### config.mk
export PLATFORM = sky130hd
export DESIGN_NAME = docq_ctrl
export DESIGN_NICKNAME = d
export VERILOG_FILES = /design/src/rtl/docq_pkg.sv /design/src/rtl/docq_ctrl.sv
export SDC_FILE = /design/constraint.sdc
export NUM_CORES = 1
export LEC_CHECK = 0
export ABC_AREA = 1
export BUFFER_PORTS_ARGS = -buffer_cell sky130_fd_sc_hd__buf_2
export CAP_MARGIN = 20
export CORE_AREA = 8 8 45 47
export CTS_CLUSTER_DIAMETER = 120
export DETAILED_ROUTE_END_ITERATION = 8
export DIE_AREA = 0 0 53 55
export HOLD_SLACK_MARGIN = 0.05
export MAX_ROUTING_LAYER = met4
export PLACE_DENSITY = 0.47
export SYNTH_ARGS = -nofsm -noshare
export SYNTH_HDL_FRONTEND = slang
export SYNTH_SLANG_ARGS = --single-unit
### constraint.sdc
create_clock -name clk -period 1.42 [get_ports clk]
set_input_delay 0.355 -clock clk [delete_from_list [all_inputs] [get_ports clk]]
set_output_delay 0.355 -clock clk [all_outputs]
set_load 0.005 [all_outputs]
### src/rtl/docq_pkg.sv
// Shared types and constants of the drop-oldest chunk queue.
`default_nettype none

package docq_pkg;

  localparam int BYTES_W = 10;

  // Input word kinds.
  typedef enum logic [2:0] {
    KIND_PUSH    = 3'd0,
    KIND_POP     = 3'd1,
    KIND_DISCARD = 3'd2,
    KIND_START   = 3'd3,
    KIND_STOP    = 3'd4
  } kind_t;

  // Result status codes.
  typedef enum logic [1:0] {
    ST_OK        = 2'd0,
    ST_INVALID   = 2'd1,
    ST_NOT_READY = 2'd2
  } status_t;

  // Commands from the controller to the datapath.
  typedef struct packed {
    logic accept;       // an input word is taken this cycle
    logic load_single;  // load the single result of the accepted word
    logic pop_word;     // load the next word of the chunk being popped
  } ctrl_cmd_t;

  // Status from the datapath to the controller.
  typedef struct packed {
    logic nonempty;     // at least one chunk is queued
    logic last_word;    // the pop word now offered is the final one
  } dp_status_t;

endpackage

`default_nettype wire

### src/rtl/docq_ctrl.sv
// Controller state machine of the drop-oldest chunk queue.
`default_nettype none

module docq_ctrl (
  input  logic                  clk,
  input  logic                  rst_n,
  input  logic                  in_valid,
  output logic                  in_stall,
  input  logic [2:0]            in_kind,
  output logic                  out_valid,
  input  logic                  out_stall,
  output docq_pkg::ctrl_cmd_t   cmd,
  input  docq_pkg::dp_status_t  st
);
  import docq_pkg::*;

  typedef enum logic [1:0] {
    S_IDLE = 2'b01,
    S_POP  = 2'b10
  } state_t;

  state_t state_r, state_nxt;
  logic   out_valid_r, out_valid_nxt;
  logic   out_free;
  logic   pop_start;

  // The output register can take a new word when it is empty or being drained.
  assign out_free  = !out_valid_r || !out_stall;
  assign pop_start = (in_kind == KIND_POP) && st.nonempty;

  always_comb begin
    state_nxt       = state_r;
    out_valid_nxt   = out_valid_r && out_stall;
    cmd.accept      = 1'b0;
    cmd.load_single = 1'b0;
    cmd.pop_word    = 1'b0;
    in_stall        = 1'b1;
    unique case (state_r)
      S_IDLE: begin
        in_stall = !out_free;
        if (in_valid && out_free) begin
          cmd.accept = 1'b1;
          if (pop_start) begin
            state_nxt = S_POP;
          end else begin
            cmd.load_single = 1'b1;
            out_valid_nxt   = 1'b1;
          end
        end
      end
      S_POP: begin
        if (out_free) begin
          cmd.pop_word  = 1'b1;
          out_valid_nxt = 1'b1;
          if (st.last_word) begin
            state_nxt = S_IDLE;
          end
        end
      end
      default: begin
        state_nxt = S_IDLE;
      end
    endcase
  end

  always_ff @(posedge clk) begin
    if (!rst_n) begin
      state_r     <= S_IDLE;
      out_valid_r <= 1'b0;
    end else begin
      state_r     <= state_nxt;
      out_valid_r <= out_valid_nxt;
    end
  end

  assign out_valid = out_valid_r;

endmodule

`default_nettype wire

==> flow_summary.toml, run 1 <==
[worst_setup_path]
worst_r2r_path_depth = 7
crit_arrival_ns = 1.12
max_stage_delay_ns = 0.33
crit_required_ns = 1.07
start_kind = "flop"
worstSetupStartpoint = "state_r[1]$_SDFFE_PN0P_"
r2r_start = "state_r[0]$_SDFFE_PN1P_"
path_cells = "inv_2 > ha_4 > inv_2 > nor2_2 > and2_1 > buf_2"
crit_top_cell = "inv_2"
critPathTopFamily = "flip-flops"
slowest_stage = "dfxtp_2"
crit_path_end_kind = "output pin"
r2r_setup_slack_ns = 0.26
r2r_end = "out_valid$_SDFF_PN0_"
path_buf_inv = 3
crit_type = "reg -> out"
path_max_fanout = 2

[placed_design]
globalplace.congestion = 0.7127
port_buffers = 13
place_area_um2 = 336.6
hpwl_um = 523.4

[pwr]
p_per_area_nw_per_um2 = 1954
p_leak_nw = 0.2199
power_w = 0.0007385
irDropWorstVdd_uv = 615.4

[layout]
n_antenna_cell = 0
syn_to_final_growth_pct = 54.87
stdcell_area_um2 = 377.9
nets = 66
final_util_pct = 27.31
fillCellCount = 173
drive_above_1_share_pct = 59.26

[routing]
drt_pass1_iterations = 4
vias_per_cell = 3.829
vias = 268
avgRoutedWirePerCell_um = 8.600
dr.first_iter.drc_count = 2
wl_um = 602
postRouteAntennaNets = 0
drc = 0

[floorplan]
coreArea_um2 = 1384
chipWidth_um = 53
io_pins = 14
die-area_um2 = 2915
die_y_um = 55
std_cell_rows = 14
start_util_pct = 17.63

[cts]
cts_root_buf = "clkbuf_4"
clock_latency_ns = 0.23
cts_hold_buf = 0
cts_tree = "done"
cts.sinks = 3
cts_buffers = 3
cts_buffer_depth = 2
clk_pin_slew_worst_paths_ns = 0.04
cts_htree_levels = 1
post_cts_buffers = 0

[yosys]
synth_cell_types = 14
synth_fp_nets = 47
synth.yosys.seq_area_share_pct = 24.62
ys_ff_latch = 3
synth.cell_area_um2 = 244.0
synthCells = 36
yosys_warnings = 0
syn_area_per_cell_um2 = 6.777

[timing]
rsz0062_at_grt = "true"
tightest_slew_ns = 0.1652
fin_skew_ns = 0.001765
fin_crit_ns = 1.476
period_share_pct = 103.9
setup_ws_ns = -0.05572
max_freq_mhz = 677.6
slew-limit-headroom_pct = 88.89
setup_viol_count_final = 2
maxSlewViolCount = 0
hold_viol_final = 0

[global_route]
grt_use_total_pct = 5.008
grt_max_degree = 5
grt_pass1_vias = 283
overflow = 0
grt_pass1_wl_um = 1035
antenna_found_initial = 0

[min_path]
min-delay-start = "rst_n"
min_path_cells = 3
hold_end = "state_r[1]$_SDFFE_PN0P_"
hold_path_class = "in -> reg"

[job]
max-cap-violations = 0

[status]
status = "complete, but fails checks"
violations = "setup timing"
[kinds of logic after synthesis]
| family | Yosys count | share of synthesized area (%) |
|---|---|---|
| simple gates | 19 | 42.06 |
| flops | 3 | 24.62 |
| fa+ha+maj | 2 | 10.25 |
| buf+inv | 8 | 12.31 |
| compound gates | 4 | 10.77 |
[cells in the mapped netlist, drive strengths merged]
master | count | share of area [%]
a21boi | 1 | 3.1
nand2 | 14 | 29
nand4 | 1 | 2.6
nor2 | 2 | 4.1
and2 | 1 | 2.6
dfxtp | 3 | 25
inv | 8 | 12
o21ai | 1 | 2.0
ha | 2 | 10
nand3 | 1 | 4.1
a21oi | 2 | 5.6
[tightest hold or removal path: stages]
cell	delay, ns
buf_2	0.11
nand2_2	0.07
a21oi_2	0.03
[report_power, final]
group	internal, W	switching (W)	leakage, nW
Combinational	0.000202	0.000228	0.180
Clock	0.000105	0.0000421	0.0150
Sequential	0.000127	0.0000337	0.0247
Total	0.000435	0.000304	0.220
[flip-flops by register name, summed over array words and instances, names as in the netlist]
name and cells:
state_r 2, out_valid 1
[cells in the final DEF (no fill, tap or decap)]
| cell | n |
|---|---|
| a21boi_0 | 1 |
| a21oi_1 | 1 |
| a21oi_2 | 1 |
| and2_1 | 1 |
| buf_2 | 13 |
| buf_4 | 1 |
| clkbuf_1 | 1 |
| clkbuf_4 | 3 |
| dfxtp_1 | 1 |
| dfxtp_2 | 2 |
| ha_1 | 1 |
| ha_4 | 1 |
| inv_1 | 6 |
| inv_2 | 2 |
| nand2_1 | 7 |
| nand2_2 | 7 |
| nand3_2 | 1 |
| nand4_1 | 1 |
| nor2_1 | 1 |
| nor2_2 | 1 |
| o21ai_0 | 1 |
[per-stage QoR]
stage	setup TNS (ns)	worst slack, ns	instances	hold WS, ns
after floorplan	0	0.1487	36	0.4429
after global placement	0	0.1226	66	0.4664
after detailed placement	0	0.09863	66	0.4727
after CTS	-0.1285	-0.07407	70	0.3696
after global routing	-0.2495	-0.1076	70	0.3793
final	-0.07982	-0.05572	70	0.3787
[layout make-up]
type                            instances  area (um2)  share of cell area [%]
Inverter                                8       30.03                   7.947
Tap cell                               16       20.02                   5.298
Multi-Input combinational cell         25       166.4                   44.04
Timing Repair Buffer                   14       72.57                   19.21
Clock buffer                            4       26.28                   6.954
Sequential cell                         3       62.56                   16.56
[worst max path at each step]
stage / slack (ns) / endpoint / cells past startpoint
2_1_floorplan: 0.15 / cmd[1] / 5
6_report: -0.06 / cmd[1] / 6
4_1_cts: -0.07 / cmd[1] / 6
5_1_grt: -0.11 / cmd[1] / 6
3_3_place_gp: 0.12 / cmd[1] / 6
3_5_place_dp: 0.1 / cmd[1] / 6
[layer usage]
metal	vias to the layer above	GRT usage [%]	share of wire, %
li1	143	-	-
met1	116	4.097	37
met2	9	8.203	50
met3	0	2.139	13
met4	0	5.172	0
met5	-	-	0
[repair_timing]
| action | CTS | global route |
|---|---|---|
| endpoints found under the setup margin | 4 | 3 |
| resized for setup | 6 | 0 |
| pin swaps | 0 | 2 |
| gates cloned | 0 | 0 |
No activity file was read; power rests on OpenSTA's default activity.
==> run 2: changes to the inputs <==
- clock period: 1.42 -> 1.5 ns (I/O delays scaled with it)
==> flow_summary.toml, run 2 (same netlist as run 1, synthesis figures left out) <==
[layout]
largest_reg_flops = 2
fillCellCount = 165
drive_above_1_share_pct = 62.50
syn_to_final_growth_pct = 65.13
n_antenna_cell = 0
final_common_cell = "buf_2"
instances_no_fill = 72
mostFrequentLayoutCells = "buf_2, nand2_2, nand2_1, inv_1"
top_register = "state_r"
nets = 68

[min_path]
hold_path_class = "in -> reg"
min_path_cells = 3
min-delay-start = "rst_n"

[timing]
fin_crit_ns = 1.474
slew-limit-headroom_pct = 90.50
fin_skew_ns = 0.001068
tightest_slew_ns = 0.1412
whs_ns = 0.4049
setup_viol_count_final = 0
hold_viol_final = 0
rsz0062_at_grt = "true"
maxSlewViolCount = 0
fin_setup_tns_ns = 0
max_freq_mhz = 678.5
period_share_pct = 98.26

[placed_design]
dp.cells = 66
globalplace.congestion = 0.6899
port_buffers = 13

[cts]
cts_htree_levels = 1
cts_buffer_depth = 2
cts_tree = "done"
cts_buffers = 3
clock_latency_ns = 0.23
cts_root_buf = "clkbuf_4"
clk_pin_slew_worst_paths_ns = 0.04
cts.sinks = 3

[routing]
avgRoutedWirePerCell_um = 8.861
drt_pass1_iterations = 2
postRouteAntennaNets = 0
dr.first_iter.drc_count = 3
vias = 280
drc = 0
wl_um = 638
vias_per_cell = 3.889

[pwr]
irDropWorstVdd_uv = 541.2
p_comb_share_pct = 62.1
clock_power_share_pct = 18.1
switching_share_pct = 40.82
switchingPower_w = 0.0003142
p_per_area_nw_per_um2 = 1910
power_frac_seq_pct = 19.8
p_leak_nw = 0.2285
intPower_w = 0.0004554

[worst_setup_path]
crit_path_end_kind = "output pin"
crit_arrival_ns = 1.10
r2r_start = "state_r[0]$_SDFFE_PN1P_"
path_max_fanout = 2
worstSetupStartpoint = "state_r[1]$_SDFFE_PN0P_"
crit_required_ns = 1.12
worst_r2r_path_depth = 7
start_kind = "flop"
crit_type = "reg -> out"

[global_route]
grt_max_degree = 5
grt_use_total_pct = 5.456
overflow = 0
grt_pass1_vias = 292
antenna_found_initial = 0
grt_pass1_wl_um = 1124

[floorplan]
chipWidth_um = 53
std_cell_rows = 14
start_util_pct = 17.63
io_pins = 14
die_y_um = 55
coreArea_um2 = 1384
die-area_um2 = 2915

[status]
status = "completed"

[job]
max-cap-violations = 0
run 2: routing by layer:
| layer | vias up | wire length [um] | GRT usage (%) |
|---|---|---|---|
| met5 | - | 0 | - |
| met4 | 0 | 0 | 5.172 |
| met3 | 0 | 71 | 2.139 |
| met2 | 9 | 336 | 8.984 |
| met1 | 124 | 230 | 4.697 |
| li1 | 147 | - | - |
run 2: path summary, 6_finish.rpt:
check	endpoint	slack, ns
setup / recovery	cmd[1]	0.03
hold / removal	state_r[1]$_SDFFE_PN0P_	0.40
hold reg to reg	state_r[0]$_SDFFE_PN1P_	0.48
setup reg to reg	out_valid$_SDFF_PN0_	0.38
run 2: critical path, cell delays in order, from the launching register on:
cell,delay (ns)
dfxtp_2,0.33
inv_2,0.05
ha_4,0.16
inv_4,0.06
nor2_4,0.03
and2_1,0.12
buf_2,0.12
run 2: power groups by stage:
stage / sequential, W / combinational, W / clock [W]
2_1_floorplan: 0.000138 / 0.000254 / 0
3_3_place_gp: 0.000140 / 0.000392 / 0
3_5_place_dp: 0.000141 / 0.000390 / 0
4_1_cts: 0.000153 / 0.000415 / 0.000149
5_1_grt: 0.000160 / 0.000545 / 0.000164
6_report: 0.000152 / 0.000478 / 0.000139
run 2: through the flow:
step | total power (W) | utilization [%] | area, um2 | setup WS, ns
after floorplan | 0.0003914 | - | 244.0 | 0.2087
final | 0.0007696 | 29.11 | 402.9 | 0.02608
after CTS | 0.0007162 | 27.31 | 377.9 | 0.004887
after global routing | 0.0008693 | 29.11 | 402.9 | -0.03647
after global placement | 0.0005316 | 24.32 | 336.6 | 0.1672
after detailed placement | 0.0005307 | 24.32 | 336.6 | 0.1587
run 2: cell type report:
type                    count  area [um2]  share of cell area, %
flip-flops and latches      3       62.56                  15.53
well taps                  16       20.02                  4.969
clock buffers               4       26.28                  6.522
multi-input cells          25       173.9                  43.17
inverters                   8       32.53                  8.075
repair buffers             16       87.58                  21.74
run 2: timing repair:
| action | 4_1_cts | 5_1_grt |
|---|---|---|
| setup endpoints to repair | 2 | 2 |
| hold buffers | 0 | 0 |
| cloned | 0 | 0 |
| pin swaps | 1 | 0 |
| setup buffers | 0 | 2 |
| gates resized for setup | 6 | 3 |
